File: config.mk
export PLATFORM = sky130hd
export DESIGN_NAME = kiwi_drive_wheel_mixer
export DESIGN_NICKNAME = d
export VERILOG_FILES = /design/src/hdl/kdm_pkg.sv /design/src/hdl/kdm_mix.sv /design/src/hdl/kdm_div.sv /design/src/hdl/kiwi_drive_wheel_mixer.sv
export SDC_FILE = /design/constraint.sdc
export NUM_CORES = 2
export LEC_CHECK = 0
export BUFFER_PORTS_ARGS = -buffer_cell sky130_fd_sc_hd__buf_2
export CORE_ASPECT_RATIO = 1.75
export CORE_MARGIN = 1.5
export CORE_UTILIZATION = 25
export CTS_CLUSTER_DIAMETER = 100
export DETAILED_ROUTE_END_ITERATION = 10
export HOLD_SLACK_MARGIN = 0.02
export SYNTH_ARGS = -nofsm -noshare
export SYNTH_HDL_FRONTEND = slang
export SYNTH_HIERARCHICAL = 1
export SYNTH_SLANG_ARGS = --single-unit
File: constraint.sdc
create_clock -name clk -period 20.9 [get_ports clk]
set_input_delay 4.18 -clock clk [delete_from_list [all_inputs] [get_ports clk]]
set_output_delay 4.18 -clock clk [all_outputs]
set_load 0.005 [all_outputs]
File: src/hdl/kdm_pkg.sv
`timescale 1ns / 1ps
// kdm_pkg: shared types and constants of the kiwi drive wheel mixer
// no dependencies; used by kdm_mix and kiwi_drive_wheel_mixer

package kdm_pkg;

  // configuration register indexes
  typedef enum logic [2:0] {
    CFG_COEF_THIRD      = 3'd0,
    CFG_COEF_SIDE       = 3'd1,
    CFG_COEF_TWO_THIRDS = 3'd2,
    CFG_NORM_LIMIT      = 3'd3,
    CFG_PWM_FULL        = 3'd4
  } cfg_reg_t;

  localparam int CMD_W    = 10;  // command field width
  localparam int COEF_W   = 14;  // q0.14 gain width
  localparam int LIM_W    = 8;   // norm limit / pwm full / duty width
  localparam int PROD_W   = 25;  // signed gain * command product
  localparam int SUM_W    = 26;  // signed wheel sum
  localparam int COARSE_W = 11;  // rounded sum / 16384
  localparam int MAG_W    = 9;   // rounded thrust magnitude
  localparam int CFG_W    = 14;  // config data width
  localparam int IDX_W    = 3;   // config index width

  // divide by 5 * 16384 with rounding: add half, shift by 14, then times 13108 >> 16
  localparam logic [SUM_W-1:0]  ROUND_HALF  = 26'd40960;
  localparam int                FRAC_SHIFT  = 14;
  localparam logic [COEF_W-1:0] RECIP_FIVE  = 14'd13108;
  localparam int                RECIP_SHIFT = 16;

  // register reset values
  localparam logic [COEF_W-1:0] RST_COEF_THIRD      = 14'd5461;
  localparam logic [COEF_W-1:0] RST_COEF_SIDE       = 14'd9460;
  localparam logic [COEF_W-1:0] RST_COEF_TWO_THIRDS = 14'd10923;
  localparam logic [LIM_W-1:0]  RST_NORM_LIMIT      = 8'd100;
  localparam logic [LIM_W-1:0]  RST_PWM_FULL        = 8'd255;

  // pipeline layout
  localparam int MIX_STG   = 4;                    // mix stages 0..3
  localparam int NORM_STG  = MIX_STG;              // normalize setup
  localparam int DIV_STG   = LIM_W / 2;            // two quotient bits per stage
  localparam int DIV1_STG  = NORM_STG + 1;         // first normalize divider stage
  localparam int PREP2_STG = DIV1_STG + DIV_STG;   // duty setup
  localparam int DIV2_STG  = PREP2_STG + 1;        // first duty divider stage
  localparam int NSTG      = DIV2_STG + DIV_STG;   // total stages

endpackage

File: src/hdl/kdm_mix.sv
`timescale 1ns / 1ps
// kdm_mix: four-stage mixer, gains times commands, wheel sums, rounded magnitude
// depends on kdm_pkg

module kdm_mix (
  input  logic                               clk,
  input  logic [kdm_pkg::MIX_STG-1:0]        adv,
  input  logic signed [kdm_pkg::CMD_W-1:0]   cmd_x,
  input  logic signed [kdm_pkg::CMD_W-1:0]   cmd_y,
  input  logic signed [kdm_pkg::CMD_W-1:0]   cmd_rot,
  input  logic [kdm_pkg::COEF_W-1:0]         coef_third,
  input  logic [kdm_pkg::COEF_W-1:0]         coef_side,
  input  logic [kdm_pkg::COEF_W-1:0]         coef_two_thirds,
  output logic [kdm_pkg::MAG_W-1:0]          mag_a,
  output logic [kdm_pkg::MAG_W-1:0]          mag_b,
  output logic [kdm_pkg::MAG_W-1:0]          mag_c,
  output logic [2:0]                         neg
);

  // stage 0: products
  logic signed [kdm_pkg::PROD_W-1:0] p_tx, p_sy, p_tr, p_kx;
  // stage 1: wheel sums
  logic signed [kdm_pkg::SUM_W-1:0] sum_a, sum_b, sum_c;
  // stage 2: coarse rounded magnitude and sign
  logic [kdm_pkg::COARSE_W-1:0] crs_a, crs_b, crs_c;
  logic [2:0] sgn;

  logic [kdm_pkg::SUM_W-1:0] abs_a, abs_b, abs_c;
  logic [kdm_pkg::SUM_W-1:0] rnd_a, rnd_b, rnd_c;
  logic [kdm_pkg::COARSE_W+kdm_pkg::COEF_W-1:0] rec_a, rec_b, rec_c;
  logic [kdm_pkg::MAG_W-1:0] q_a, q_b, q_c;

  always_ff @(posedge clk) begin
    if (adv[0]) begin
      p_tx <= $signed({1'b0, coef_third}) * cmd_x;
      p_sy <= $signed({1'b0, coef_side}) * cmd_y;
      p_tr <= $signed({1'b0, coef_third}) * cmd_rot;
      p_kx <= $signed({1'b0, coef_two_thirds}) * cmd_x;
    end
  end

  always_ff @(posedge clk) begin
    if (adv[1]) begin
      sum_a <= kdm_pkg::SUM_W'(p_tx) + kdm_pkg::SUM_W'(p_sy) + kdm_pkg::SUM_W'(p_tr);
      sum_b <= kdm_pkg::SUM_W'(p_tx) - kdm_pkg::SUM_W'(p_sy) + kdm_pkg::SUM_W'(p_tr);
      sum_c <= kdm_pkg::SUM_W'(p_tr) - kdm_pkg::SUM_W'(p_kx);
    end
  end

  // magnitude, add half the divisor, drop the power-of-two part
  always_comb begin
    abs_a = sum_a[kdm_pkg::SUM_W-1] ? kdm_pkg::SUM_W'(-sum_a) : kdm_pkg::SUM_W'(sum_a);
    abs_b = sum_b[kdm_pkg::SUM_W-1] ? kdm_pkg::SUM_W'(-sum_b) : kdm_pkg::SUM_W'(sum_b);
    abs_c = sum_c[kdm_pkg::SUM_W-1] ? kdm_pkg::SUM_W'(-sum_c) : kdm_pkg::SUM_W'(sum_c);
    rnd_a = abs_a + kdm_pkg::ROUND_HALF;
    rnd_b = abs_b + kdm_pkg::ROUND_HALF;
    rnd_c = abs_c + kdm_pkg::ROUND_HALF;
  end

  always_ff @(posedge clk) begin
    if (adv[2]) begin
      crs_a <= rnd_a[kdm_pkg::FRAC_SHIFT +: kdm_pkg::COARSE_W];
      crs_b <= rnd_b[kdm_pkg::FRAC_SHIFT +: kdm_pkg::COARSE_W];
      crs_c <= rnd_c[kdm_pkg::FRAC_SHIFT +: kdm_pkg::COARSE_W];
      sgn   <= {sum_c[kdm_pkg::SUM_W-1], sum_b[kdm_pkg::SUM_W-1], sum_a[kdm_pkg::SUM_W-1]};
    end
  end

  // divide by five through the reciprocal, exact below 16384
  always_comb begin
    rec_a = {{kdm_pkg::COEF_W{1'b0}}, crs_a} * {{kdm_pkg::COARSE_W{1'b0}}, kdm_pkg::RECIP_FIVE};
    rec_b = {{kdm_pkg::COEF_W{1'b0}}, crs_b} * {{kdm_pkg::COARSE_W{1'b0}}, kdm_pkg::RECIP_FIVE};
    rec_c = {{kdm_pkg::COEF_W{1'b0}}, crs_c} * {{kdm_pkg::COARSE_W{1'b0}}, kdm_pkg::RECIP_FIVE};
    q_a   = rec_a[kdm_pkg::RECIP_SHIFT +: kdm_pkg::MAG_W];
    q_b   = rec_b[kdm_pkg::RECIP_SHIFT +: kdm_pkg::MAG_W];
    q_c   = rec_c[kdm_pkg::RECIP_SHIFT +: kdm_pkg::MAG_W];
  end

  always_ff @(posedge clk) begin
    if (adv[3]) begin
      mag_a <= q_a;
      mag_b <= q_b;
      mag_c <= q_c;
      // a thrust that rounds to zero has no direction
      neg   <= {sgn[2] && (q_c != '0), sgn[1] && (q_b != '0), sgn[0] && (q_a != '0)};
    end
  end

endmodule

File: src/hdl/kdm_div.sv
`timescale 1ns / 1ps
// kdm_div: pipelined three-lane restoring divider, two quotient bits per stage
// quotient must fit QW bits (numerator below divisor * 2**QW); depends on no package

module kdm_div #(
  parameter int NW = 17,  // numerator width
  parameter int DW = 9,   // divisor width
  parameter int QW = 8,   // quotient width, even
  parameter int SW = 3    // side bits carried along
) (
  input  logic            clk,
  input  logic [QW/2-1:0] adv,
  input  logic [NW-1:0]   num_a,
  input  logic [NW-1:0]   num_b,
  input  logic [NW-1:0]   num_c,
  input  logic [DW-1:0]   den,
  input  logic [SW-1:0]   side_in,
  output logic [QW-1:0]   quo_a,
  output logic [QW-1:0]   quo_b,
  output logic [QW-1:0]   quo_c,
  output logic [SW-1:0]   side_out
);

  localparam int STG = QW / 2;
  localparam int RW  = NW + DW;

  logic [NW-1:0] rem_i [STG][3];
  logic [NW-1:0] rem_q [STG][3];
  logic [QW-1:0] quo_i [STG][3];
  logic [QW-1:0] quo_q [STG][3];
  logic [DW-1:0] den_i [STG];
  logic [DW-1:0] den_q [STG];
  logic [SW-1:0] side_i [STG];
  logic [SW-1:0] side_q [STG];

  assign rem_i[0][0] = num_a;
  assign rem_i[0][1] = num_b;
  assign rem_i[0][2] = num_c;
  assign quo_i[0][0] = '0;
  assign quo_i[0][1] = '0;
  assign quo_i[0][2] = '0;
  assign den_i[0]    = den;
  assign side_i[0]   = side_in;

  genvar s, l;
  generate
    for (s = 0; s < STG; s++) begin : g_stg
      localparam int B1 = QW - 1 - 2 * s;
      localparam int B0 = QW - 2 - 2 * s;
      logic [DW-1:0] den_r;
      logic [SW-1:0] side_r;

      if (s > 0) begin : g_link
        for (l = 0; l < 3; l++) begin : g_ln
          assign rem_i[s][l] = rem_q[s-1][l];
          assign quo_i[s][l] = quo_q[s-1][l];
        end
        assign den_i[s]  = den_q[s-1];
        assign side_i[s] = side_q[s-1];
      end

      always_ff @(posedge clk) begin
        if (adv[s]) begin
          den_r  <= den_i[s];
          side_r <= side_i[s];
        end
      end
      assign den_q[s]  = den_r;
      assign side_q[s] = side_r;

      for (l = 0; l < 3; l++) begin : g_lane
        logic [RW-1:0] r_in, d_hi, d_lo, r_mid, r_out;
        logic          q_hi, q_lo;
        logic [NW-1:0] rem_r;
        logic [QW-1:0] quo_r;

        always_comb begin
          r_in  = {{DW{1'b0}}, rem_i[s][l]};
          d_hi  = {{NW{1'b0}}, den_i[s]} << B1;
          d_lo  = {{NW{1'b0}}, den_i[s]} << B0;
          q_hi  = (r_in >= d_hi);
          r_mid = q_hi ? r_in - d_hi : r_in;
          q_lo  = (r_mid >= d_lo);
          r_out = q_lo ? r_mid - d_lo : r_mid;
        end

        always_ff @(posedge clk) begin
          if (adv[s]) begin
            rem_r <= r_out[NW-1:0];
            quo_r <= {quo_i[s][l][QW-3:0], q_hi, q_lo};
          end
        end
        assign rem_q[s][l] = rem_r;
        assign quo_q[s][l] = quo_r;
      end
    end
  endgenerate

  assign quo_a    = quo_q[STG-1][0];
  assign quo_b    = quo_q[STG-1][1];
  assign quo_c    = quo_q[STG-1][2];
  assign side_out = side_q[STG-1];

endmodule

File: src/hdl/kiwi_drive_wheel_mixer.sv
`timescale 1ns / 1ps
// kiwi_drive_wheel_mixer: top level, config registers, stage control and normalization
// depends on kdm_pkg, kdm_mix, kdm_div
//
//  channel  dir  handshake          word
//  s_*      in   s_tvalid/s_tready  cmd_x, cmd_y, cmd_rot
//  m_*      out  m_tvalid/m_tready  dir_a..dir_c, pwm_a..pwm_c
//  cfg_*    in   cfg_valid/cfg_ready  cfg_index, cfg_data
//
// one command word per cycle while s_tready is high; 14 register stages from s_* to
// m_* (4 mix, 1 normalize setup, 4 normalize divide, 1 duty setup, 4 duty divide), set
// by the two 8-bit quotients resolved two bits a stage
// the last stage is the output register
// each stage moves when it is empty or the stages after it move, so bubbles close up
// and a stalled output still lets new words fill empty stages
// rst clears the stage valid bits and loads the register defaults; cfg_ready is always high

module kiwi_drive_wheel_mixer (
  input  logic        clk,
  input  logic        rst,
  // command stream
  input  logic        s_tvalid,
  output logic        s_tready,
  input  logic [31:0] s_tdata,    // [9:0] cmd_x, [19:10] cmd_y, [29:20] cmd_rot, [31:30] zero
  // wheel stream
  output logic        m_tvalid,
  input  logic        m_tready,
  output logic [31:0] m_tdata,    // [0] dir_a, [1] dir_b, [2] dir_c, [10:3] pwm_a,
                                  // [18:11] pwm_b, [26:19] pwm_c, [31:27] zero
  // register writes
  input  logic        cfg_valid,
  output logic        cfg_ready,
  input  logic [2:0]  cfg_index,
  input  logic [13:0] cfg_data
);

  localparam int N   = kdm_pkg::NSTG;
  localparam int LW  = kdm_pkg::LIM_W;
  localparam int MW  = kdm_pkg::MAG_W;
  localparam int CW  = kdm_pkg::CMD_W;
  localparam int N1W = MW + LW;   // normalize numerator
  localparam int N2W = 2 * LW;    // duty numerator

  // ---------------- configuration registers ----------------
  logic [kdm_pkg::COEF_W-1:0] coef_third, coef_side, coef_two_thirds;
  logic [LW-1:0]              norm_limit, pwm_full;

  assign cfg_ready = 1'b1;

  always_ff @(posedge clk) begin
    if (rst) begin
      coef_third      <= kdm_pkg::RST_COEF_THIRD;
      coef_side       <= kdm_pkg::RST_COEF_SIDE;
      coef_two_thirds <= kdm_pkg::RST_COEF_TWO_THIRDS;
      norm_limit      <= kdm_pkg::RST_NORM_LIMIT;
      pwm_full        <= kdm_pkg::RST_PWM_FULL;
    end else if (cfg_valid && cfg_ready) begin
      case (kdm_pkg::cfg_reg_t'(cfg_index))
        kdm_pkg::CFG_COEF_THIRD:      coef_third      <= cfg_data;
        kdm_pkg::CFG_COEF_SIDE:       coef_side       <= cfg_data;
        kdm_pkg::CFG_COEF_TWO_THIRDS: coef_two_thirds <= cfg_data;
        kdm_pkg::CFG_NORM_LIMIT:      norm_limit      <= cfg_data[LW-1:0];
        kdm_pkg::CFG_PWM_FULL:        pwm_full        <= cfg_data[LW-1:0];
        default: ;  // unknown index, ignored
      endcase
    end
  end

  // ---------------- stage valid bits and advance ----------------
  logic [N-1:0] vld;
  logic [N-1:0] adv;

  // a stage may load when some stage at or after it is empty, or the output is taken
  genvar k;
  generate
    for (k = 0; k < N; k++) begin : g_adv
      assign adv[k] = m_tready || !(&vld[N-1:k]);
    end
  endgenerate

  always_ff @(posedge clk) begin
    if (rst) begin
      vld <= '0;
    end else begin
      for (int i = 0; i < N; i++) begin
        if (adv[i]) begin
          vld[i] <= (i == 0) ? s_tvalid : vld[(i == 0) ? 0 : i - 1];
        end
      end
    end
  end

  assign s_tready = adv[0];
  assign m_tvalid = vld[N-1];

  // ---------------- mix stages ----------------
  logic [MW-1:0] mag_a, mag_b, mag_c;
  logic [2:0]    neg_mix;

  kdm_mix u_mix (
    .clk             (clk),
    .adv             (adv[kdm_pkg::MIX_STG-1:0]),
    .cmd_x           ($signed(s_tdata[CW-1:0])),
    .cmd_y           ($signed(s_tdata[2*CW-1:CW])),
    .cmd_rot         ($signed(s_tdata[3*CW-1:2*CW])),
    .coef_third      (coef_third),
    .coef_side       (coef_side),
    .coef_two_thirds (coef_two_thirds),
    .mag_a           (mag_a),
    .mag_b           (mag_b),
    .mag_c           (mag_c),
    .neg             (neg_mix)
  );

  // ---------------- normalize setup ----------------
  // largest magnitude; above the limit every wheel becomes w*limit/max,
  // otherwise it passes through the divider as w/1
  logic [MW-1:0]  mx_ab, mx;
  logic           scale;
  logic [N1W-1:0] pl_a, pl_b, pl_c;
  logic [N1W-1:0] n1_a, n1_b, n1_c;
  logic [MW-1:0]  d1;
  logic [2:0]     neg_n1;

  always_comb begin
    mx_ab = (mag_a > mag_b) ? mag_a : mag_b;
    mx    = (mag_c > mx_ab) ? mag_c : mx_ab;
    scale = mx > {1'b0, norm_limit};
    pl_a  = {{LW{1'b0}}, mag_a} * {{MW{1'b0}}, norm_limit};
    pl_b  = {{LW{1'b0}}, mag_b} * {{MW{1'b0}}, norm_limit};
    pl_c  = {{LW{1'b0}}, mag_c} * {{MW{1'b0}}, norm_limit};
  end

  always_ff @(posedge clk) begin
    if (adv[kdm_pkg::NORM_STG]) begin
      n1_a   <= scale ? pl_a : {{LW{1'b0}}, mag_a};
      n1_b   <= scale ? pl_b : {{LW{1'b0}}, mag_b};
      n1_c   <= scale ? pl_c : {{LW{1'b0}}, mag_c};
      d1     <= scale ? mx : MW'(1);
      neg_n1 <= neg_mix;
    end
  end

  logic [LW-1:0] w_a, w_b, w_c;
  logic [2:0]    neg_w;

  kdm_div #(.NW(N1W), .DW(MW), .QW(LW), .SW(3)) u_div_norm (
    .clk      (clk),
    .adv      (adv[kdm_pkg::PREP2_STG-1:kdm_pkg::DIV1_STG]),
    .num_a    (n1_a),
    .num_b    (n1_b),
    .num_c    (n1_c),
    .den      (d1),
    .side_in  (neg_n1),
    .quo_a    (w_a),
    .quo_b    (w_b),
    .quo_c    (w_c),
    .side_out (neg_w)
  );

  // ---------------- duty setup ----------------
  // duty = w*pwm_full/limit; a zero limit gives zero duty as 0/1
  logic           lim_zero;
  logic [N2W-1:0] n2_a, n2_b, n2_c;
  logic [LW-1:0]  d2;
  logic [2:0]     neg_n2;

  assign lim_zero = (norm_limit == '0);

  always_ff @(posedge clk) begin
    if (adv[kdm_pkg::PREP2_STG]) begin
      n2_a   <= lim_zero ? '0 : {{LW{1'b0}}, w_a} * {{LW{1'b0}}, pwm_full};
      n2_b   <= lim_zero ? '0 : {{LW{1'b0}}, w_b} * {{LW{1'b0}}, pwm_full};
      n2_c   <= lim_zero ? '0 : {{LW{1'b0}}, w_c} * {{LW{1'b0}}, pwm_full};
      d2     <= lim_zero ? LW'(1) : norm_limit;
      neg_n2 <= neg_w;
    end
  end

  logic [LW-1:0] pwm_a, pwm_b, pwm_c;
  logic [2:0]    dir;

  // last divider stage is the output register
  kdm_div #(.NW(N2W), .DW(LW), .QW(LW), .SW(3)) u_div_duty (
    .clk      (clk),
    .adv      (adv[N-1:kdm_pkg::DIV2_STG]),
    .num_a    (n2_a),
    .num_b    (n2_b),
    .num_c    (n2_c),
    .den      (d2),
    .side_in  (neg_n2),
    .quo_a    (pwm_a),
    .quo_b    (pwm_b),
    .quo_c    (pwm_c),
    .side_out (dir)
  );

  assign m_tdata = {5'b0, pwm_c, pwm_b, pwm_a, dir[2], dir[1], dir[0]};

  // ---------------- assertions ----------------
  // duty never exceeds the full-scale setting
  a_duty_range: assert property (@(posedge clk) disable iff (rst)
    m_tvalid |-> (pwm_a <= pwm_full) && (pwm_b <= pwm_full) && (pwm_c <= pwm_full))
    else $error("duty value above pwm_full");

  // normalized magnitudes stay within the limit
  a_norm_range: assert property (@(posedge clk) disable iff (rst)
    vld[kdm_pkg::PREP2_STG-1] |->
      (w_a <= norm_limit) && (w_b <= norm_limit) && (w_c <= norm_limit))
    else $error("normalized thrust above norm_limit");

  // a stalled output never drops words from the pipeline
  a_no_loss: assert property (@(posedge clk) disable iff (rst)
    !m_tready |=> $countones(vld) >= $past($countones(vld)))
    else $error("word lost while output stalled");

endmodule
# ---- Yosys cells after proc, flatten, opt, wreduce, memory -nomap -nowiden
# Index checks and enable logic that the tools add are counted.
# W data, S select, Z words.
dict set report totals {
  input_bits 54
  elab_cells 328
  output_inout_bits 35
  register_bits 930
}
dict set report op_classes {
  eq_ne 4
  add_sub_neg 53
  muxes 50
  order_cmp 51
  multipliers 13
  reduce_logical 54
}
# operator count
set op_table {}
lappend op_table {{$mux W26} 12}
lappend op_table {{$mux W24} 12}
lappend op_table {{$mux W17} 9}
lappend op_table {{$mux W16} 9}
lappend op_table {{$mul A15 B10 Y25} 4}
lappend op_table {{$ge A26 B11 Y1} 3}
lappend op_table {{$ge A26 B13 Y1} 3}
lappend op_table {{$ge A26 B15 Y1} 3}
lappend op_table {{$ge A26 B9 Y1} 3}
lappend op_table {{$add A25 B16 Y25 const B} 3}
lappend op_table {{$mux W25} 3}
lappend op_table {{$neg A25 Y25} 3}
lappend op_table {{$ge A24 B10 Y1} 3}
lappend op_table {{$ge A24 B12 Y1} 3}
lappend op_table {{$ge A24 B14 Y1} 3}
lappend op_table {{$ge A24 B8 Y1} 3}
lappend op_table {{$mul A11 B12 Y23 const B} 3}
lappend op_table {{$sub A17 B10 Y18} 3}
lappend op_table {{$sub A17 B12 Y18} 3}
lappend op_table {{$sub A17 B14 Y18} 3}
lappend op_table {{$sub A17 B16 Y18} 3}
lappend op_table {{$add A26 B25 Y26} 2}
lappend op_table {{$sub A25 B25 Y26} 2}
lappend op_table {{$ge A17 B10 Y1} 3}
lappend op_table {{45 further kinds} 124}

# ---- Longest topological paths before layout
dict set report logic_depth {
  ltp_word 6
  mapped_depth 29
  ltp_nobuf 24
}

# ---- Hierarchy
# The synthesis kept the hierarchy.
# mod instances cells_per_inst seq_area_each_um2 area_per_inst_um2
set modules_own_cells {}
lappend modules_own_cells {kdm_mix 1 4111 7297.0 39130.0}
lappend modules_own_cells {kiwi_drive_wheel_mixer 1 2197 5104.9 20657.3}
lappend modules_own_cells {{kdm_div at u_div_norm} 1 2100 7567.3 20439.6}
lappend modules_own_cells {{kdm_div at u_div_duty} 1 1856 7206.9 18474.0}

# ---- Worst setup path before layout
# No wires, ideal clock.
dict set report synth_timing {
  kind {input-to-output}
  from {input m_tready}
  to {output s_tready}
  slack_ns 7.341
  arrival_ns 9.379
  required_time_ns 16.720
  path_buffers 1
  stages 8
  path_cell_list {nor2b_2 inv_1 nor2_1 and3_1 buf_2 inv_1 nor4_4 nand3_1}
}
dict set report synth_via {
  elab_chain_len 1
}
# item line_no
set synth_lines {}
lappend synth_lines {{start: declaration} kiwi_drive_wheel_mixer.sv:27} ;# input logic m_tready,
lappend synth_lines {{$logic_or A1 B1 Y1} kiwi_drive_wheel_mixer.sv:77} ;# assign adv[k] = m_tready || !(&vld[N-1:k]);
lappend synth_lines {{end: declaration} kiwi_drive_wheel_mixer.sv:23} ;# output logic s_tready,
# Every way passes these cells.

# ---- Worst setup path after layout
# Same ends and word-level chain as after synthesis.

==> flow_results.xml <==
<?xml version="1.0" encoding="UTF-8"?>
<metrics>
  <group name="yosys">
    <metric name="ys_warn_count" unit="">6</metric>
    <metric name="synth-seq-cells" unit="">929</metric>
    <metric name="synthesis.area" unit="um2">98700</metric>
    <metric name="synth.yosys.seq_area_share" unit="%">27.5</metric>
    <metric name="synth_cell_type_count" unit="">122</metric>
    <metric name="synth_simple_gate_area_share" unit="%">15.0</metric>
    <metric name="synth.avg_cell_area" unit="um2">9.62</metric>
    <metric name="synth_xor_xnor_area_share" unit="%">4.55</metric>
    <metric name="proportion_of_synthesized_area_in_mux_cells" unit="%">2.45</metric>
    <metric name="synth_enable_flop_cells" unit="">857</metric>
    <metric name="yosys_most_used_dff" unit="">sky130_fd_sc_hd__edfxtp_1</metric>
    <metric name="synth_async_sr_flop_share" unit="%">0</metric>
    <metric name="dominant_combinational_cell_family_by_area_after_synthesis" unit="">adder cells</metric>
    <metric name="netlist_instances" unit="">10300</metric>
    <metric name="post_synth_fa_ha_maj_area_fraction" unit="%">31.8</metric>
    <metric name="share_of_the_synthesized_area_in_compound_gates_ao_oa_aoi_oai" unit="%">11.7</metric>
  </group>
  <group name="sta">
    <metric name="timing.clock.skew" unit="ns">0.0685</metric>
    <metric name="slew_headroom" unit="%">15.6</metric>
    <metric name="unrepaired_setup_endpoints_after_global_routing" unit="">false</metric>
    <metric name="hold_violations" unit="">0</metric>
    <metric name="setup_total_negative_slack" unit="ns">0</metric>
    <metric name="final-max-slew-violation-count" unit="">0</metric>
    <metric name="maxClockFrequency" unit="MHz">82.8</metric>
    <metric name="timing_worst_slew_pin_value" unit="ns">1.23</metric>
    <metric name="final.min_clock_period" unit="ns">12.07</metric>
    <metric name="layout_worst_path_cycle_share" unit="%">57.8</metric>
    <metric name="finalSetupViolCount" unit="">0</metric>
  </group>
  <group name="drt">
    <metric name="routed_wirelength" unit="mm">250</metric>
    <metric name="ant_nets" unit="">0</metric>
    <metric name="drtPass1Iterations" unit="">8</metric>
    <metric name="drtIter0Drc" unit="">2995</metric>
    <metric name="avgViaCountPerCell" unit="">4.59</metric>
    <metric name="wire_per_inst" unit="um">16.1</metric>
    <metric name="remaining_drc_errors" unit="">0</metric>
    <metric name="routed-via-count" unit="">71500</metric>
  </group>
  <group name="worst_setup_path">
    <metric name="nature_of_the_critical_path_startpoint" unit="">input pin</metric>
    <metric name="timing.critical_path.cells" unit="">buf_2, nor2b_2, inv_1, nor2_1, and3_1, clkinv_2, nor4_4, nand3_4, buf_2</metric>
    <metric name="arrival_worst_endpoint" unit="ns">7.89</metric>
    <metric name="startpoint_of_the_lowest_slack_register_to_register_path" unit="">u_mix/mag_b[8]</metric>
    <metric name="worstRegToRegCells" unit="">24</metric>
    <metric name="cp-end-kind" unit="">primary output</metric>
    <metric name="worst_r2r_endpoint" unit="">d1[3]</metric>
    <metric name="path_common_cell" unit="">sky130_fd_sc_hd__buf_2</metric>
    <metric name="critical_path_class" unit="">in2out</metric>
    <metric name="cp_slowest_cell" unit="">sky130_fd_sc_hd__nor4_4</metric>
    <metric name="critical_path_required" unit="ns">16.72</metric>
    <metric name="cp_peak_stage_delay" unit="ns">0.83</metric>
    <metric name="setup.reg_to_reg.worst_slack" unit="ns">13.86</metric>
    <metric name="crit_path_max_fanout" unit="">36</metric>
  </group>
  <group name="final_layout">
    <metric name="finish.instance_area" unit="um2">109000</metric>
    <metric name="design.final.nets" unit="">12300</metric>
    <metric name="post_route_cells_drive_above_1_share" unit="%">5.95</metric>
    <metric name="area_growth_syn_to_layout" unit="%">10.3</metric>
  </group>
  <group name="floorplanning">
    <metric name="io-pin-count" unit="">89</metric>
    <metric name="std_cell_rows" unit="">305</metric>
    <metric name="core-area" unit="um2">393000</metric>
    <metric name="fp.dieArea" unit="um2">399000</metric>
    <metric name="die_h" unit="um">834</metric>
    <metric name="floorplan.initialDensity" unit="%">25.1</metric>
    <metric name="die_width" unit="um">478</metric>
  </group>
  <group name="global_routing">
    <metric name="total_grt_overflow" unit="">0</metric>
    <metric name="first_global_vias" unit="">74700</metric>
    <metric name="grt_antenna_before_repair" unit="">11</metric>
    <metric name="grt_util_met1" unit="%">10.9</metric>
    <metric name="grt-busiest-layer" unit="">met2</metric>
    <metric name="grt_start_max_net_pins" unit="">78</metric>
    <metric name="wire_length_of_the_first_global_routing_pass" unit="mm">391</metric>
    <metric name="grt_use_met2" unit="%">25.1</metric>
    <metric name="grt_util_met3" unit="%">1.12</metric>
    <metric name="grt_use_total" unit="%">12.3</metric>
  </group>
  <group name="clocking">
    <metric name="post_cts_hold_buffer_count" unit="">0</metric>
    <metric name="cts.root.buffer_cell" unit="">sky130_fd_sc_hd__clkbuf_16</metric>
    <metric name="tritoncts" unit="">done</metric>
    <metric name="clk_pin_slew" unit="ns">0.06</metric>
    <metric name="max-clock-path-buffers" unit="">3</metric>
    <metric name="cts_sinks" unit="">929</metric>
    <metric name="cts-buffers-inserted" unit="">104</metric>
    <metric name="cts_repair_resize_count" unit="">0</metric>
    <metric name="cts_setup_buffers" unit="">0</metric>
    <metric name="h-tree-depth" unit="">3</metric>
    <metric name="clock_latency" unit="ns">0.76</metric>
  </group>
  <group name="worst_hold_path">
    <metric name="whs_path_depth" unit="">0</metric>
    <metric name="min-delay-start" unit="">u_div_norm/g_stg[0].side_r[1]</metric>
    <metric name="min-delay-path-class" unit="">reg2reg</metric>
    <metric name="timing.hold.worst_endpoint" unit="">u_div_norm/g_stg[1].side_r[1]</metric>
  </group>
  <group name="placed_design">
    <metric name="placed_area" unit="um2">105000</metric>
    <metric name="dpl.hpwl" unit="mm">206</metric>
    <metric name="final_wtd_congestion" unit="">0.888</metric>
    <metric name="io_buffer_count" unit="">80</metric>
  </group>
  <group name="run">
    <metric name="drv.max_cap_violation_count" unit="">0</metric>
  </group>
  <group name="outcome">
    <metric name="outcome" unit="">completed</metric>
  </group>
</metrics>
## worst max-delay path: cells and delay by family
kind	cells	cell delay, ns
buf+inv	4	1.10
simple gates	5	2.56
## area by class of cell
class                           instances  area [um2]
Antenna cell                           16        40.0
Clock buffer                          123        2740
Clock inverter                         72        1010
Fill cell                           41400      285000
Inverter                             1526        5730
Multi-Input combinational cell       7527       64700
Sequential cell                       929       27200
Tap cell                             5219        6530
Timing Repair Buffer                  152         941
## cell usage after synthesis (135+ instances only)
| master | number | area, um2 |
|---|---|---|
| sky130_fd_sc_hd__fa_1 | 801 | 16000 |
| sky130_fd_sc_hd__and2_1 | 426 | 2670 |
| sky130_fd_sc_hd__nor2_1 | 634 | 2380 |
| sky130_fd_sc_hd__edfxtp_1 | 857 | 25700 |
| sky130_fd_sc_hd__a21oi_1 | 495 | 2480 |
| sky130_fd_sc_hd__xor2_1 | 159 | 1390 |
| sky130_fd_sc_hd__ha_1 | 1225 | 15300 |
| sky130_fd_sc_hd__a21o_1 | 196 | 1470 |
| sky130_fd_sc_hd__xnor2_1 | 354 | 3100 |
| sky130_fd_sc_hd__mux2_2 | 135 | 1520 |
| sky130_fd_sc_hd__nand2_1 | 995 | 3730 |
| sky130_fd_sc_hd__o21ai_0 | 427 | 2140 |
| sky130_fd_sc_hd__inv_1 | 1518 | 5700 |
| sky130_fd_sc_hd__clkbuf_1 | 244 | 916 |
## sequential cells by signal, summed over array words and instances (netlist names), 17 cells and up
signal / cells
n1_a: 17
n1_b: 17
n1_c: 17
u_div_duty/g_stg.den_r: 24
u_div_duty/g_stg.g_lane.quo_r: 36
u_div_duty/g_stg.g_lane.rem_r: 144
u_div_norm/g_stg.den_r: 27
u_div_norm/g_stg.g_lane.quo_r: 36
u_div_norm/g_stg.g_lane.rem_r: 153
u_mix/p_kx: 25
u_mix/p_sy: 25
u_mix/p_tr: 25
u_mix/p_tx: 25
u_mix/sum_a: 26
u_mix/sum_b: 25
u_mix/sum_c: 26
## layout by cell type, fill, tap and decap left out, types with 37 or more instances in the layout
cell type,count
sky130_fd_sc_hd__nand4_1,90
sky130_fd_sc_hd__o31ai_1,48
sky130_fd_sc_hd__or3_1,47
sky130_fd_sc_hd__mux2i_1,64
sky130_fd_sc_hd__or4_1,37
sky130_fd_sc_hd__clkbuf_16,105
sky130_fd_sc_hd__buf_2,80
sky130_fd_sc_hd__nand3_1,104
sky130_fd_sc_hd__o21ai_0,427
sky130_fd_sc_hd__nor4_1,58
sky130_fd_sc_hd__nand2b_1,109
sky130_fd_sc_hd__o21a_1,98
sky130_fd_sc_hd__xor2_1,159
sky130_fd_sc_hd__nor2_1,634
sky130_fd_sc_hd__and3_1,48
sky130_fd_sc_hd__inv_1,1514
sky130_fd_sc_hd__mux2_2,135
sky130_fd_sc_hd__buf_4,72
sky130_fd_sc_hd__or2_2,41
sky130_fd_sc_hd__ha_1,1225
sky130_fd_sc_hd__nor3_1,132
sky130_fd_sc_hd__fa_1,801
sky130_fd_sc_hd__a21oi_1,495
sky130_fd_sc_hd__xnor2_1,354
sky130_fd_sc_hd__a21o_1,196
sky130_fd_sc_hd__a211oi_1,78
sky130_fd_sc_hd__nand3b_1,43
sky130_fd_sc_hd__a31oi_1,43
sky130_fd_sc_hd__nand2_1,991
sky130_fd_sc_hd__dfxtp_1,72
sky130_fd_sc_hd__edfxtp_1,857
sky130_fd_sc_hd__o21bai_1,59
sky130_fd_sc_hd__nor2b_1,122
sky130_fd_sc_hd__a21boi_0,39
sky130_fd_sc_hd__and2_1,426
## per-stage QoR
stage               instances  worst slack [ns]  hold slack (ns)  util [%]
floorplan               10300              7.34            0.400         -
global route            15600              8.45            0.376      27.7
finish                  15600              8.83            0.372      27.7
CTS                     15500              8.74            0.367      27.7
global placement        15400              8.82            0.401      26.7
detailed placement      15400              8.76            0.406      26.7
## per-layer routing
layer  vias to the layer above  part of all wire, %  wire [um]
met5                         -                    0          0
met4                         0                  8.3      20800
met3                       629                  2.4       5990
met2                      1228                   56     140000
met1                     34800                   34      84100
li1                      34800                    -          -
## logic make-up (layout without fill, tap and decap cells)
logic type               after synthesis  in the layout
XOR/XNOR                             513            513
AND/OR/NAND/NOR                     2978           2978
adder cells (fa/ha/maj)             2028           2028
other                                  2             22
multiplexers                         216            216
AO/OA/AOI/OAI                       1786           1786
flip-flops                           929            929
buffers and inverters               1812           1873
## worst max path at each step
stage	start	to	slack [ns]	cells past startpoint
finish	m_tready	s_tready	8.83	9
global route	m_tready	s_tready	8.45	9
CTS	m_tready	s_tready	8.74	9
detailed placement	m_tready	s_tready	8.76	9
global placement	m_tready	s_tready	8.82	9
floorplan	m_tready	s_tready	7.34	8
Power is not shown: default switching activity piles up to over one toggle a cycle in this logic, so the estimate is an artifact.
